$ cat src/sv/clp_pkg.sv
`timescale 1ns / 1ps
package clp_pkg;

  typedef struct packed {
    logic [7:0] char_code;
    logic       last_char;
  } in_t;

  typedef struct packed {
    logic [2:0]  command_kind;
    logic [13:0] command_value;
  } out_t;

  typedef enum logic [2:0] {
    OP_OTHER = 3'd0,
    OP_S     = 3'd1,
    OP_T     = 3'd2,
    OP_C     = 3'd3,
    OP_E     = 3'd4,
    OP_R     = 3'd5
  } op_class_t;

  // classified character passed from front to back
  typedef struct packed {
    logic       is_op;
    op_class_t  op_class;
    logic       is_digit;
    logic [3:0] digit;
    logic       last;
  } token_t;

  localparam logic [2:0] KIND_NONE      = 3'd0;
  localparam logic [2:0] KIND_SYNC_ON   = 3'd1;
  localparam logic [2:0] KIND_SYNC_OFF  = 3'd2;
  localparam logic [2:0] KIND_CAM_ON    = 3'd3;
  localparam logic [2:0] KIND_CAM_OFF   = 3'd4;
  localparam logic [2:0] KIND_RATE      = 3'd5;
  localparam logic [2:0] KIND_EVENT     = 3'd6;
  localparam logic [2:0] KIND_REWARD    = 3'd7;

  localparam logic [7:0] CHAR_S    = 8'h53;
  localparam logic [7:0] CHAR_T    = 8'h54;
  localparam logic [7:0] CHAR_C    = 8'h43;
  localparam logic [7:0] CHAR_E    = 8'h45;
  localparam logic [7:0] CHAR_R    = 8'h52;
  localparam logic [7:0] CHAR_ZERO = 8'h30;
  localparam logic [7:0] CHAR_NINE = 8'h39;

  localparam logic [13:0] ARG_SAT    = 14'd10001;
  localparam logic [13:0] RATE_MAX   = 14'd500;
  localparam logic [13:0] EVENT_MAX  = 14'd255;
  localparam logic [13:0] REWARD_MAX = 14'd10000;
  localparam logic [1:0]  COUNT_MAX  = 2'd3;

  function automatic op_class_t classify(input logic [7:0] c);
    op_class_t r;
    case (c)
      CHAR_S:  r = OP_S;
      CHAR_T:  r = OP_T;
      CHAR_C:  r = OP_C;
      CHAR_E:  r = OP_E;
      CHAR_R:  r = OP_R;
      default: r = OP_OTHER;
    endcase
    return r;
  endfunction

endpackage

$ cat src/sv/clp_fifo.sv
`timescale 1ns / 1ps
module clp_fifo #(
  parameter int DEPTH = 4
) (
  input  logic            clk,
  input  logic            rst,
  input  logic            wr,
  input  clp_pkg::token_t wr_data,
  input  logic            rd,
  output clp_pkg::token_t rd_data,
  output logic            full,
  output logic            empty
);

  localparam int AW = (DEPTH > 1) ? $clog2(DEPTH) : 1;
  localparam int CW = $clog2(DEPTH + 1);

  clp_pkg::token_t mem [DEPTH];
  logic [AW-1:0] wr_ptr;
  logic [AW-1:0] rd_ptr;
  logic [CW-1:0] count;
  logic          do_wr;
  logic          do_rd;

  assign full    = (count == CW'(DEPTH));
  assign empty   = (count == '0);
  assign do_wr   = wr && !full;
  assign do_rd   = rd && !empty;
  assign rd_data = mem[rd_ptr];

  always_ff @(posedge clk) begin
    if (do_wr) begin
      mem[wr_ptr] <= wr_data;
    end
  end

  always_ff @(posedge clk) begin
    if (rst) begin
      wr_ptr <= '0;
      rd_ptr <= '0;
      count  <= '0;
    end else begin
      if (do_wr) begin
        wr_ptr <= (wr_ptr == AW'(DEPTH - 1)) ? '0 : wr_ptr + AW'(1);
      end
      if (do_rd) begin
        rd_ptr <= (rd_ptr == AW'(DEPTH - 1)) ? '0 : rd_ptr + AW'(1);
      end
      if (do_wr && !do_rd) begin
        count <= count + CW'(1);
      end else if (do_rd && !do_wr) begin
        count <= count - CW'(1);
      end
    end
  end

endmodule

$ cat src/sv/clp_front.sv
`timescale 1ns / 1ps
module clp_front (
  input  logic            clk,
  input  logic            rst,
  input  logic            push,
  input  clp_pkg::in_t    in_item,
  input  logic            q_full,
  output logic            q_wr,
  output clp_pkg::token_t token
);

  logic at_line_start;

  assign q_wr = push && !q_full;

  always_comb begin
    token.is_op    = at_line_start;
    token.op_class = clp_pkg::classify(in_item.char_code);
    token.is_digit = (in_item.char_code >= clp_pkg::CHAR_ZERO) &&
                     (in_item.char_code <= clp_pkg::CHAR_NINE);
    token.digit    = 4'(in_item.char_code - clp_pkg::CHAR_ZERO);
    token.last     = in_item.last_char;
  end

  // first character of every line is the opcode
  always_ff @(posedge clk) begin
    if (rst) begin
      at_line_start <= 1'b1;
    end else if (q_wr) begin
      at_line_start <= in_item.last_char;
    end
  end

endmodule

$ cat src/sv/clp_back.sv
`timescale 1ns / 1ps
module clp_back (
  input  logic            clk,
  input  logic            rst,
  input  logic            tok_valid,
  input  clp_pkg::token_t token,
  output logic            tok_take,
  input  logic            pop,
  output logic            empty,
  output clp_pkg::out_t   out_item
);

  clp_pkg::op_class_t opcode_class, opcode_class_next;
  logic [13:0] arg_value, arg_value_next;
  logic [1:0]  arg_count, arg_count_next;
  logic        non_digit_seen, non_digit_seen_next;
  logic        out_valid;
  logic [16:0] nv;
  logic        one_char;
  logic        num_ok;
  clp_pkg::out_t result;

  // a line end needs the output slot; other characters always go through
  assign tok_take = tok_valid && (!token.last || !out_valid || pop);
  assign empty    = !out_valid;

  // times ten plus digit, as two shifts and adds
  assign nv = 17'({arg_value, 3'b000}) + 17'({arg_value, 1'b0}) + 17'(token.digit);

  always_comb begin
    opcode_class_next   = opcode_class;
    arg_value_next      = arg_value;
    arg_count_next      = arg_count;
    non_digit_seen_next = non_digit_seen;
    if (token.is_op) begin
      opcode_class_next   = token.op_class;
      arg_value_next      = '0;
      arg_count_next      = '0;
      non_digit_seen_next = 1'b0;
    end else begin
      if (arg_count != clp_pkg::COUNT_MAX) begin
        arg_count_next = arg_count + 2'd1;
      end
      if (!token.is_digit) begin
        non_digit_seen_next = 1'b1;
      end else if (nv > 17'(clp_pkg::ARG_SAT)) begin
        arg_value_next = clp_pkg::ARG_SAT;
      end else begin
        arg_value_next = nv[13:0];
      end
    end
  end

  always_comb begin
    one_char = (arg_count_next == 2'd1) && !non_digit_seen_next;
    num_ok   = (arg_count_next != 2'd0) && !non_digit_seen_next;
    result.command_kind  = clp_pkg::KIND_NONE;
    result.command_value = '0;
    case (opcode_class_next)
      clp_pkg::OP_S: begin
        if (one_char && arg_value_next == 14'd1) begin
          result.command_kind = clp_pkg::KIND_SYNC_ON;
        end else if (one_char && arg_value_next == 14'd0) begin
          result.command_kind = clp_pkg::KIND_SYNC_OFF;
        end
      end
      clp_pkg::OP_T: begin
        if (one_char && arg_value_next == 14'd1) begin
          result.command_kind = clp_pkg::KIND_CAM_ON;
        end else if (one_char && arg_value_next == 14'd0) begin
          result.command_kind = clp_pkg::KIND_CAM_OFF;
        end
      end
      clp_pkg::OP_C: begin
        if (num_ok && arg_value_next != 14'd0 && arg_value_next <= clp_pkg::RATE_MAX) begin
          result.command_kind  = clp_pkg::KIND_RATE;
          result.command_value = arg_value_next;
        end
      end
      clp_pkg::OP_E: begin
        if (num_ok && arg_value_next <= clp_pkg::EVENT_MAX) begin
          result.command_kind  = clp_pkg::KIND_EVENT;
          result.command_value = arg_value_next;
        end
      end
      clp_pkg::OP_R: begin
        if (num_ok && arg_value_next != 14'd0 && arg_value_next <= clp_pkg::REWARD_MAX) begin
          result.command_kind  = clp_pkg::KIND_REWARD;
          result.command_value = arg_value_next;
        end
      end
      default: begin
        result.command_kind = clp_pkg::KIND_NONE;
      end
    endcase
  end

  always_ff @(posedge clk) begin
    if (rst) begin
      opcode_class   <= clp_pkg::OP_OTHER;
      arg_value      <= '0;
      arg_count      <= '0;
      non_digit_seen <= 1'b0;
      out_valid      <= 1'b0;
    end else begin
      if (tok_take) begin
        opcode_class   <= opcode_class_next;
        arg_value      <= arg_value_next;
        arg_count      <= arg_count_next;
        non_digit_seen <= non_digit_seen_next;
      end
      if (tok_take && token.last) begin
        out_valid <= 1'b1;
      end else if (pop) begin
        out_valid <= 1'b0;
      end
    end
  end

  always_ff @(posedge clk) begin
    if (tok_take && token.last) begin
      out_item <= result;
    end
  end

endmodule

$ cat src/sv/ascii_command_line_parser_top.sv
`timescale 1ns / 1ps
// ascii command line parser
// input channel: one character per transaction (push / full), with last_char
//   set on the final character of a line; empty lines are never presented
// result channel: one command per line (empty / pop); the oldest command sits
//   on out_item while empty is low and leaves on a pop
// a line end passes through the token queue and then the back end's output
//   register before its command is shown on out_item and can be popped
// throughput: one character per cycle while full is low; set by the single accumulate
//   (value times ten plus digit) and decode done in the back end per token
// the front end tags each character as opcode or argument and classifies it,
//   then writes it into a FIFO_DEPTH entry token queue
// the back end drains the queue, keeps the running argument and emits the
//   command into a one-entry output register
// receiver stall: argument characters keep draining; a line end waits in the
//   queue until the output register is free, and push sees full once the
//   queue fills
// reset: synchronous, clears the queue, the output register and any partial
//   line; the next character after reset is an opcode
module ascii_command_line_parser_top #(
  parameter int FIFO_DEPTH = 4
) (
  input  logic          clk,
  input  logic          rst,
  input  logic          push,
  output logic          full,
  input  clp_pkg::in_t  in_item,
  output logic          empty,
  input  logic          pop,
  output clp_pkg::out_t out_item
);

  clp_pkg::token_t wr_token;
  clp_pkg::token_t rd_token;
  logic            q_wr;
  logic            q_rd;
  logic            q_full;
  logic            q_empty;

  assign full = q_full;

  // front end: opcode tagging and character classification
  clp_front u_front (
    .clk     (clk),
    .rst     (rst),
    .push    (push),
    .in_item (in_item),
    .q_full  (q_full),
    .q_wr    (q_wr),
    .token   (wr_token)
  );

  // token queue decoupling the two halves
  clp_fifo #(
    .DEPTH (FIFO_DEPTH)
  ) u_fifo (
    .clk     (clk),
    .rst     (rst),
    .wr      (q_wr),
    .wr_data (wr_token),
    .rd      (q_rd),
    .rd_data (rd_token),
    .full    (q_full),
    .empty   (q_empty)
  );

  // back end: argument accumulation, range checks, output register
  clp_back u_back (
    .clk       (clk),
    .rst       (rst),
    .tok_valid (!q_empty),
    .token     (rd_token),
    .tok_take  (q_rd),
    .pop       (pop),
    .empty     (empty),
    .out_item  (out_item)
  );

endmodule

$ cat config.mk
export PLATFORM = sky130hd
export DESIGN_NAME = ascii_command_line_parser_top
export DESIGN_NICKNAME = d
export VERILOG_FILES = /design/src/sv/clp_pkg.sv /design/src/sv/clp_fifo.sv /design/src/sv/clp_front.sv /design/src/sv/clp_back.sv /design/src/sv/ascii_command_line_parser_top.sv
export SDC_FILE = /design/constraint.sdc
export NUM_CORES = 1
export LEC_CHECK = 0
export BUFFER_PORTS_ARGS = -buffer_cell sky130_fd_sc_hd__buf_4
export CAP_MARGIN = 20
export CORE_MARGIN = 2
export CORE_UTILIZATION = 30
export CTS_CLUSTER_SIZE = 14
export DETAILED_ROUTE_END_ITERATION = 8
export GPL_ROUTABILITY_DRIVEN = 1
export HOLD_SLACK_MARGIN = 0.03
export PLACE_DENSITY_LB_ADDON = 0.08
export SLEW_MARGIN = 20
export SYNTH_ARGS = -nofsm -noshare
export SYNTH_HDL_FRONTEND = slang
export SYNTH_HIERARCHICAL = 1
export SYNTH_SLANG_ARGS = --single-unit
$ cat constraint.sdc
create_clock -name clk -period 6.1 [get_ports clk]
set_input_delay 0.61 -clock clk [delete_from_list [all_inputs] [get_ports clk]]
set_output_delay 0.61 -clock clk [all_outputs]
set_load 0.03 [all_outputs]
==> results of run 1 <==
[registers in the layout, indices dropped and copies added (netlist names), named ones only]
signal,count
u_fifo/wr_ptr,2
u_fifo/mem,40
u_back/non_digit_seen,1
u_front/at_line_start,1
u_fifo/rd_ptr,2
u_back/arg_count,2
u_back/opcode_class,3
u_back/out_item,17
u_back/arg_value,14
u_back/out_valid,1
u_fifo/count,3
[metrics by stage]
stage               util, %  hold slack [ps]  area [um2]  total power (uW)  worst slack [ps]
finish                34.44            475.1        5916              2420             475.3
global route          34.44            465.2        5916              2597             139.5
CTS                   34.44            463.4        5916              2459             489.1
detailed placement    32.79            502.6        5632              1917             514.3
global placement      32.79            492.5        5632              1919             667.4
floorplan                 -            462.3        5230              1620              1033
[placed cells by master (no fill, tap or decap), types with 5 or more instances in the layout]
master     synthesis  routed
edfxtp_1          57      57
nor2_1            53      53
buf_4              6      35
a21oi_1           35      35
ha_1              33      33
dfxtp_1           31      31
nand2_1           22      22
inv_1             21      21
o21ai_0           14      14
nor3_1            10      10
mux4_2            10      10
clkbuf_16          0       9
a21o_1             9       9
a22oi_1            9       9
nor3_2             9       9
and3_1             8       8
xor2_1             8       8
nand3_1            8       8
o211ai_1           7       7
nor2b_1            7       7
or3_1              6       6
nand4_1            5       5
a31oi_1            5       5
[layer usage]
layer,up-vias,part of all wire [%],GRT usage [%]
met2,76,49,25.18
met5,-,0,0
met1,1808,45,18.22
met4,0,1.9,4.630
met3,23,3.5,3.430
li1,1862,-,-
[cells by family (layout without fill, tap and decap cells)]
logic type,count (synthesis),after routing
XOR/XNOR,13,13
adder cells (fa/ha/maj),36,36
AO/OA/AOI/OAI,125,125
buffers and inverters,47,73
multiplexers,16,16
flip-flops,88,88
AND/OR/NAND/NOR,156,156
[area by class of cell]
class	instances	area, um2	area share (%)
multi-input cells	346	2668	45.09
flip-flops and latches	88	2332	39.42
well taps	225	281.5	4.759
repair buffers	35	262.8	4.442
clock buffers	11	242.7	4.103
inverters	22	87.58	1.481
clock inverters	5	41.29	0.6980
[how the worst max path moves through the flow]
stage	end	slack, ps
after floorplan	u_back/out_item[9]	1030
after global placement	u_back/out_item[9]	670
after detailed placement	u_back/out_item[9]	510
after CTS	u_back/out_item[9]	490
after global routing	u_back/out_item[9]	140
final	u_back/out_item[9]	480
[report_power, final]
| part | internal, uW | switching (uW) | total [uW] |
|---|---|---|---|
| clock | 291 | 237 | 528 |
| combinational | 372 | 686 | 1060 |
| sequential | 762 | 72.4 | 835 |
| total | 1420 | 995 | 2420 |
==> impl_metrics.tcl, run 1 <==
set metrics [dict create \
    run_status "finished clean" \
    cp.required_ps 6250 \
    ir_worst_vdd_v 0.0001803 \
    cts_tree "yes" \
    wl_mm 12.78 \
    top_level_ports 32 \
    die_y_um 136.0 \
    p_per_area_mw_per_mm2 409.1 \
    synth_top_area_share_pct 32.73 \
    holdCritPathClass "in2reg" \
    cts_buffer_depth 2 \
    path_clk_slew_ps 60 \
    synth_top_family_by_area "compound AO/OA/AOI/OAI gates" \
    grt_pass1_wl_mm 20.56 \
    tns_ps 0 \
    crit_cells 16 \
    synth_top_cells_by_count "edfxtp_1 (57), nor2_1 (53), a21oi_1 (35)" \
    grt.overflow.total 0 \
    cts_resized 0 \
    synthTopCellsByArea "edfxtp_1 (33%), dfxtp_1 (12%), ha_1 (7.9%)" \
    netlist_instances 481 \
    die_w_um 136.0 \
    tightest_slew_ps 827.1 \
    hold_depth 1 \
    ctsRootBufferMaster "clkbuf_16" \
    vias 3769 \
    die-area_mm2 0.01851 \
    synth_mux_area_share_pct 5.502 \
    clk_latency_ps 350 \
    synth_xor_area_share_pct 2.321 \
    cts_hold_buf 0 \
    synth-async-reset-ratio_pct 0 \
    startpoint_type "flip-flop" \
    placed_cells 716 \
    synth_edf_count 57 \
    hold_viol_final 0 \
    diodes 0 \
    setup_viol 0 \
    area_growth_pct 13.11 \
    critPathBufInv 1 \
    rows 48 \
    layout.nets 551 \
    syn_nets 530 \
    ant_nets 0 \
    period_needed_ps 5625 \
    hpwl_mm 9.350 \
    routed_via_density 5.149 \
    skew_ps 9.504 \
    core_mm2 0.01718 \
    synthAdderAreaFrac_pct 9.043 \
    finalWeightedCongestion 0.8065 \
    yosys.area_share.simple_pct 16.58 \
    drtIter0Drc 165 \
    post_cts_buffers 0 \
    crit_chain "buf_4 -> mux4_2 -> ha_1 -> ha_1 -> fa_1 -> a21o_1 -> a221oi_2 -> xor2_1 -> nor2_1 -> a311oi_2 -> o211a_4 -> mux2_2 -> a311oi_1 -> a41oi_2 -> o21a_4 -> a2111oi_4" \
    drv_cap 0 \
    endpoint_kind "flip-flop" \
    fin_cells 732 \
    remaining_drc_errors 0 \
    crit_arrival_ps 5780 \
    critical_path_class "reg2reg" \
    fill_cells 1790 \
    rsz0062_at_grt "false" \
    io_buffer_count 31 \
    synth.distinct_cells 78 \
    seq_area_frac_synth_pct 44.59 \
    hold_end "u_fifo/mem[2][0]" \
    fmax_mhz 177.8 \
    grt_max_degree 36 \
    rr_endpoint "u_back/out_item[9]" \
    syn_avg_cell_area_um2 10.87 \
    clkSinkCount 88 \
    wl_per_cell_um 17.45 \
    r2r_cells 16 \
    synth_compound_area_share_pct 17.56 \
    finalCritPeriodShare_pct 92.21 \
    grt_usage_pct 14.68 \
    cts_buffers 9 \
    synth_seq_cells 88 \
    maxSlewHeadroom_pct 44.86 \
    drv_slew 0 \
    syn_area_mm2 0.005230 \
    drt-pass1-iter-count 5 \
    htreeDepth 3 \
    max_stage_delay_ps 520 \
    hold_path_startpoint "in_item[0]" \
    final_layout_size_suffix_gt1_share_pct 19.53 \
    slowest_stage "mux4_2" \
    r2r_slack_ps 480 \
    synth-warning-count 6 \
    start_util_pct 30.45 \
    p_leak_uw 0.002286 \
    cp_max_fo 13 \
    synth.most_common_cell "edfxtp_1" \
    synth_area_leader_cell "edfxtp_1" \
    grt_antenna_before_repair 0 \
    first_global_vias 3752 \
    cp_common_cell "ha_1" \
    synth_flop_cell "edfxtp_1" \
    crit_family "compound AO/OA/AOI/OAI gates" \
]
No activity file was read; power rests on OpenSTA's default activity.
==> run 2: changes to the inputs <==
--- a/config.mk
+++ b/config.mk
@@ -7,8 +7,10 @@
 export LEC_CHECK = 0
 export BUFFER_PORTS_ARGS = -buffer_cell sky130_fd_sc_hd__buf_4
 export CAP_MARGIN = 20
+export CORE_ASPECT_RATIO = 1.1
 export CORE_MARGIN = 2
 export CORE_UTILIZATION = 30
+export CTS_BUF_LIST = sky130_fd_sc_hd__clkbuf_4 sky130_fd_sc_hd__clkbuf_8 sky130_fd_sc_hd__clkbuf_16
 export CTS_CLUSTER_SIZE = 14
 export DETAILED_ROUTE_END_ITERATION = 8
 export GPL_ROUTABILITY_DRIVEN = 1
==> run 2 against run 1 <==
Cell count increased by 1.2%. Hold slack improved by 21 ps. Non-clock buffer count is the same. Maximum frequency decreased by 0.11%. First-iteration DRC count is 20% higher. Sequential share of layout area down 0.16 points. Via count increased by 0.88%. Critical endpoint unchanged. Clock skew down 1.1 ps. Clock-buffer cell count fell by 2. Total power increased by 1.5%. Largest cell class unchanged. Global-route usage increased by 0.36 points.
==> impl_metrics.tcl, run 2 (synthesis results as in run 1) <==
set metrics [dict create \
    wl_mm 13.07 \
    seq_power_share_pct 34.0 \
    p_leak_uw 0.002293 \
    clk_latency_ps 350 \
    tightest_slew_ps 848.4 \
    largest_reg_flops 40 \
    cts_buffers 9 \
    switching_power_uw 1006 \
    grt.overflow.total 0 \
    cts_buffer_depth 2 \
    drt-pass1-iter-count 5 \
    critical_path_class "reg2reg" \
    placed_cells 725 \
    hpwl_mm 9.508 \
    pwr-share-clk_pct 22.6 \
    crit_cells 16 \
    start_util_pct 30.62 \
    area_growth_pct 13.56 \
    layout.nets 551 \
    final_common_cell "edfxtp_1" \
    hold_viol_final 0 \
    core_mm2 0.01708 \
    max_stage_delay_ps 520 \
    crit_family "compound AO/OA/AOI/OAI gates" \
    critPathBufInv 1 \
    grt_max_degree 36 \
    largestRegisters "u_fifo/mem: 40 flops, u_back/out_item: 17 flops, u_back/arg_value: 14 flops" \
    post-route-util_pct 34.78 \
    grt_usage_pct 15.04 \
    fin_cells 741 \
    rows 50 \
    crit_chain "buf_4 -> mux4_2 -> ha_1 -> ha_1 -> fa_1 -> a21o_1 -> a221oi_2 -> xor2_1 -> nor2_1 -> a311oi_2 -> o211a_4 -> mux2_2 -> a311oi_1 -> a41oi_2 -> o21a_4 -> a2111oi_4" \
    drv_cap 0 \
    finalWeightedCongestion 0.7710 \
    hold_depth 1 \
    first_global_vias 3949 \
    holdCritPathClass "in2reg" \
    cts_tree "yes" \
    routed_via_density 5.131 \
    drv_slew 0 \
    grt_antenna_before_repair 0 \
    maxSlewHeadroom_pct 43.44 \
    finalCritPeriodShare_pct 92.31 \
    diodes 0 \
    rsz0062_at_grt "false" \
    slowest_stage "mux4_2" \
    clkSinkCount 88 \
    p_per_area_mw_per_mm2 413.7 \
    final_layout_size_suffix_gt1_share_pct 19.53 \
    io_buffer_count 31 \
    run_status "finished clean" \
    regMostFlops "u_fifo/mem" \
    top_level_ports 32 \
    crit_arrival_ps 5780 \
    fmax_mhz 177.6 \
    p_comb_share_pct 43.5 \
    p_int_uw 1451 \
    vias 3802 \
    endpoint_kind "flip-flop" \
    remaining_drc_errors 0 \
    grt_pass1_wl_mm 21.22 \
    cts_resized 0 \
    period_needed_ps 5631 \
    cp_max_fo 13 \
    ant_nets 0 \
    die_w_um 129.9 \
    r2r_cells 16 \
    die-area_mm2 0.01851 \
    tns_ps 0 \
    ctsRootBufferMaster "clkbuf_16" \
    drtIter0Drc 198 \
    cp.required_ps 6250 \
    startpoint_type "flip-flop" \
    post_cts_buffers 0 \
    htreeDepth 3 \
    swShare_pct 40.93 \
    wl_per_cell_um 17.64 \
    path_clk_slew_ps 60 \
    layout_common_cells "edfxtp_1 (57), nor2_1 (53), buf_4 (35), a21oi_1 (35), ha_1 (33)" \
    ir_worst_vdd_v 0.0002007 \
    skew_ps 8.380 \
    cts_hold_buf 0 \
    cp_common_cell "ha_1" \
    die_y_um 142.5 \
    setup_viol 0 \
]
run 2: worst reg2reg max path, delay by kind of cell, from the launching register on:
| family | cells | cell delay, ps |
|---|---|---|
| multiplexers | 2 | 880 |
| AND/OR/NAND/NOR | 1 | 120 |
| AO/OA/AOI/OAI | 8 | 2510 |
| flip-flops | 1 | 400 |
| XOR/XNOR | 1 | 400 |
| buffers and inverters | 1 | 240 |
| adder cells (fa/ha/maj) | 3 | 880 |
run 2: power groups by stage:
| stage | clock, uW | sequential (uW) | combinational (uW) |
|---|---|---|---|
| floorplan | 0 | 895 | 725 |
| global placement | 0 | 847 | 1070 |
| finish | 555 | 834 | 1070 |
| CTS | 573 | 838 | 1080 |
| detailed placement | 0 | 851 | 1070 |
| global route | 594 | 851 | 1180 |
run 2: through the flow:
step	total power, uW	setup slack (ps)	hold slack [ps]	area [um2]
final	2457	469.0	496.5	5939
after global routing	2626	150.8	486.4	5939
after detailed placement	1925	479.7	496.4	5643
after CTS	2489	462.5	478.4	5939
after global placement	1921	698.0	491.8	5643
after floorplan	1620	1033	462.3	5230
run 2: per-layer routing:
| layer | up-vias | track usage [%] | share of wire, % |
|---|---|---|---|
| met4 | 0 | 5.603 | 2.2 |
| met1 | 1843 | 17.65 | 43 |
| met2 | 84 | 26.70 | 51 |
| met3 | 17 | 3.271 | 3.5 |
| li1 | 1858 | - | - |
| met5 | - | 0 | 0 |
run 2: area by class of cell:
cell class / count / area (um2)
Timing Repair Buffer: 35 / 262.8
Tap cell: 234 / 292.8
Clock inverter: 7 / 71.32
Sequential cell: 88 / 2332
Clock buffer: 9 / 225.2
Fill cell: 1722 / 11140
Inverter: 22 / 87.58
Multi-Input combinational cell: 346 / 2668
run 2: worst paths after layout:
check	slack, ps	startpoint	to
worst max-delay path	470	flip-flop	u_back/out_item[9]
worst min-delay path	500	in_item[0]	u_fifo/mem[3][0]
worst max register to register	470	flip-flop	u_back/out_item[9]
worst min register to register	510	u_back/opcode_class[2]	u_back/opcode_class[2]
==> run 3: changes to the inputs <==
--- a/config.mk
+++ b/config.mk
@@ -5,6 +5,7 @@
 export SDC_FILE = /design/constraint.sdc
 export NUM_CORES = 1
 export LEC_CHECK = 0
+export ABC_AREA = 1
 export BUFFER_PORTS_ARGS = -buffer_cell sky130_fd_sc_hd__buf_4
 export CAP_MARGIN = 20
 export CORE_ASPECT_RATIO = 1.1
==> run 3 against run 2 <==
Critical path depth is 12 higher. Global-route usage is 1.0 points lower. Routed wire length is 0.70% higher. Cell area is 7.5% higher. Critical endpoint is now u_back/out_item[11]. Largest power group unchanged.
==> impl_metrics.tcl, run 3 <==
set metrics [dict create \
    total_power_uw 3839 \
    synth_flop_cell "edfxtp_1" \
    ctsRootBufferMaster "clkbuf_16" \
    fmax_mhz 191.7 \
    switching_power_uw 1956 \
    diodes 0 \
    slowest_stage "dfxtp_1" \
    p_leak_uw 0.003155 \
    synth_edf_count 57 \
    regMostFlops "u_fifo/mem" \
    final_layout_size_suffix_gt1_share_pct 18.11 \
    synthTopCellsByArea "edfxtp_1 (30%), dfxtp_1 (11%), nand2_1 (9.5%)" \
    cts_buffers 9 \
    vias 4530 \
    ir_worst_vdd_v 0.0002148 \
    core_mm2 0.01854 \
    post_cts_buffers 0 \
    clkSinkCount 88 \
    cts_tree "yes" \
    synth_area_leader_cell "edfxtp_1" \
    tightest_slew_ps 1002 \
    ant_nets 0 \
    cts_buffer_depth 2 \
    grt_max_degree 43 \
    drv_slew 0 \
    cp_common_cell "nand2_1" \
    grt_pass1_wl_mm 22.23 \
    p_comb_share_pct 60.8 \
    htreeDepth 3 \
    synth_compound_area_share_pct 9.308 \
    run_status "finished clean" \
    hpwl_mm 10.11 \
    path_clk_slew_ps 70 \
    p_per_area_mw_per_mm2 601.0 \
    synth_top_area_share_pct 29.96 \
    drtIter0Drc 201 \
    synth-async-reset-ratio_pct 0 \
    holdCritPathClass "reg2reg" \
    pwr-share-clk_pct 13.8 \
    post-route-util_pct 34.45 \
    maxSlewHeadroom_pct 32.98 \
    syn_avg_cell_area_um2 7.858 \
    synth_mux_area_share_pct 0 \
    synth_xor_area_share_pct 0.1533 \
    hold_viol_final 0 \
    die-area_mm2 0.02016 \
    die_w_um 135.6 \
    seq_area_frac_synth_pct 40.82 \
    largestRegisters "u_fifo/mem: 40 flops, u_back/out_item: 17 flops, u_back/arg_value: 14 flops" \
    start_util_pct 30.81 \
    syn_area_mm2 0.005713 \
    synth_top_family_by_area "simple AND/OR/NAND/NOR gates" \
    finalWeightedCongestion 0.8261 \
    endpoint_kind "flip-flop" \
    critical_path_class "reg2reg" \
    crit_arrival_ps 5320 \
    drt-pass1-iter-count 4 \
    layout_common_cells "nand2_1 (145), nor2_1 (97), inv_1 (93)" \
    yosys.area_share.simple_pct 31.32 \
    rows 52 \
    synthAdderAreaFrac_pct 8.279 \
    layout.nets 795 \
    p_int_uw 1883 \
    cp.required_ps 6210 \
    swShare_pct 50.95 \
    hold_path_startpoint "u_back/non_digit_seen" \
    grt.overflow.total 0 \
    syn_nets 776 \
    first_global_vias 4523 \
    synth.distinct_cells 44 \
    area_growth_pct 11.80 \
    grt_usage_pct 14.00 \
    largest_reg_flops 40 \
    cts_resized 0 \
    top_level_ports 32 \
    drv_cap 0 \
    seq_power_share_pct 25.4 \
    wl_per_cell_um 13.24 \
    max_stage_delay_ps 720 \
    synth-warning-count 6 \
    netlist_instances 727 \
    setup_viol 0 \
    cp_max_fo 21 \
    routed_via_density 4.557 \
    clk_latency_ps 340 \
    final_common_cell "nand2_1" \
    synth.most_common_cell "nand2_1" \
    io_buffer_count 31 \
    fill_cells 1953 \
    skew_ps 6.507 \
    cts_hold_buf 0 \
    wl_mm 13.16 \
    die_y_um 148.7 \
    period_needed_ps 5217 \
    synth_seq_cells 88 \
    startpoint_type "flip-flop" \
    finalCritPeriodShare_pct 85.52 \
    synth_top_cells_by_count "nand2_1 (145), nor2_1 (97), inv_1 (94)" \
    tns_ps 0 \
    remaining_drc_errors 0 \
    grt_antenna_before_repair 0 \
    rsz0062_at_grt "false" \
]
run 3: cell count changes in the layout (fill, tap and decap cells not counted), moves of 25 or more:
cell / previous run / this run
nand2_1: 22 / 145
nor2_1: 53 / 97
nand3_1: 8 / 33
nand2_2: 0 / 25
o21ai_0: 14 / 48
inv_1: 21 / 93
run 3: layer usage:
layer / wire length, um / global-route usage, %
met1: 6020 / 17.00
met2: 6447 / 24.42
met3: 345 / 2.786
met4: 348 / 5.260
met5: 0 / 0
run 3: power by group through the flow:
stage	Sequential [uW]	Combinational [uW]	Clock (uW)
floorplan	1030	1800	0
global placement	990	2340	0
detailed placement	994	2350	0
CTS	981	2360	549
global route	1000	2660	569
finish	977	2330	529
run 3: final cells by class:
| cell class | instances | area (um2) | share of cell area (%) |
|---|---|---|---|
| Multi-Input combinational cell | 504 | 2803 | 43.88 |
| Sequential cell | 88 | 2332 | 36.51 |
| Clock buffer | 11 | 246.5 | 3.859 |
| Timing Repair Buffer | 33 | 247.7 | 3.879 |
| Clock inverter | 5 | 37.54 | 0.5877 |
| Tap cell | 243 | 304.0 | 4.760 |
| Inverter | 110 | 416.7 | 6.523 |
run 3: worst paths after layout:
check / endpoint / slack, ps / cells after the start
setup / recovery: u_back/out_item[11] / 880 / 28
setup reg to reg: u_back/out_item[11] / 880 / 28
hold reg to reg: u_back/non_digit_seen / 460 / 2
hold / removal: u_back/non_digit_seen / 460 / 2
run 3: logic make-up after synthesis:
kind of cell	Yosys count
fa+ha+maj	36
compound gates	99
flops	88
simple gates	368
xor+xnor	1
buf+inv	135
run 3: per-stage QoR:
stage / hold WS [ps] / instance area [um2] / instances / setup WS (ps)
floorplan: 429.7 / 5713 / 727 / 2128
global placement: 448.6 / 6103 / 978 / 1033
detailed placement: 451.5 / 6103 / 978 / 865.8
CTS: 462.2 / 6387 / 994 / 814.7
global route: 463.4 / 6387 / 994 / 214.8
finish: 457.9 / 6387 / 994 / 883.1
run 3: worst max-delay path, delay by kind of cell, from the launching register on:
family,cells,cell delay (ps)
compound gates,2,370
flops,1,720
fa+ha+maj,3,970
simple gates,21,2370
buf+inv,2,500
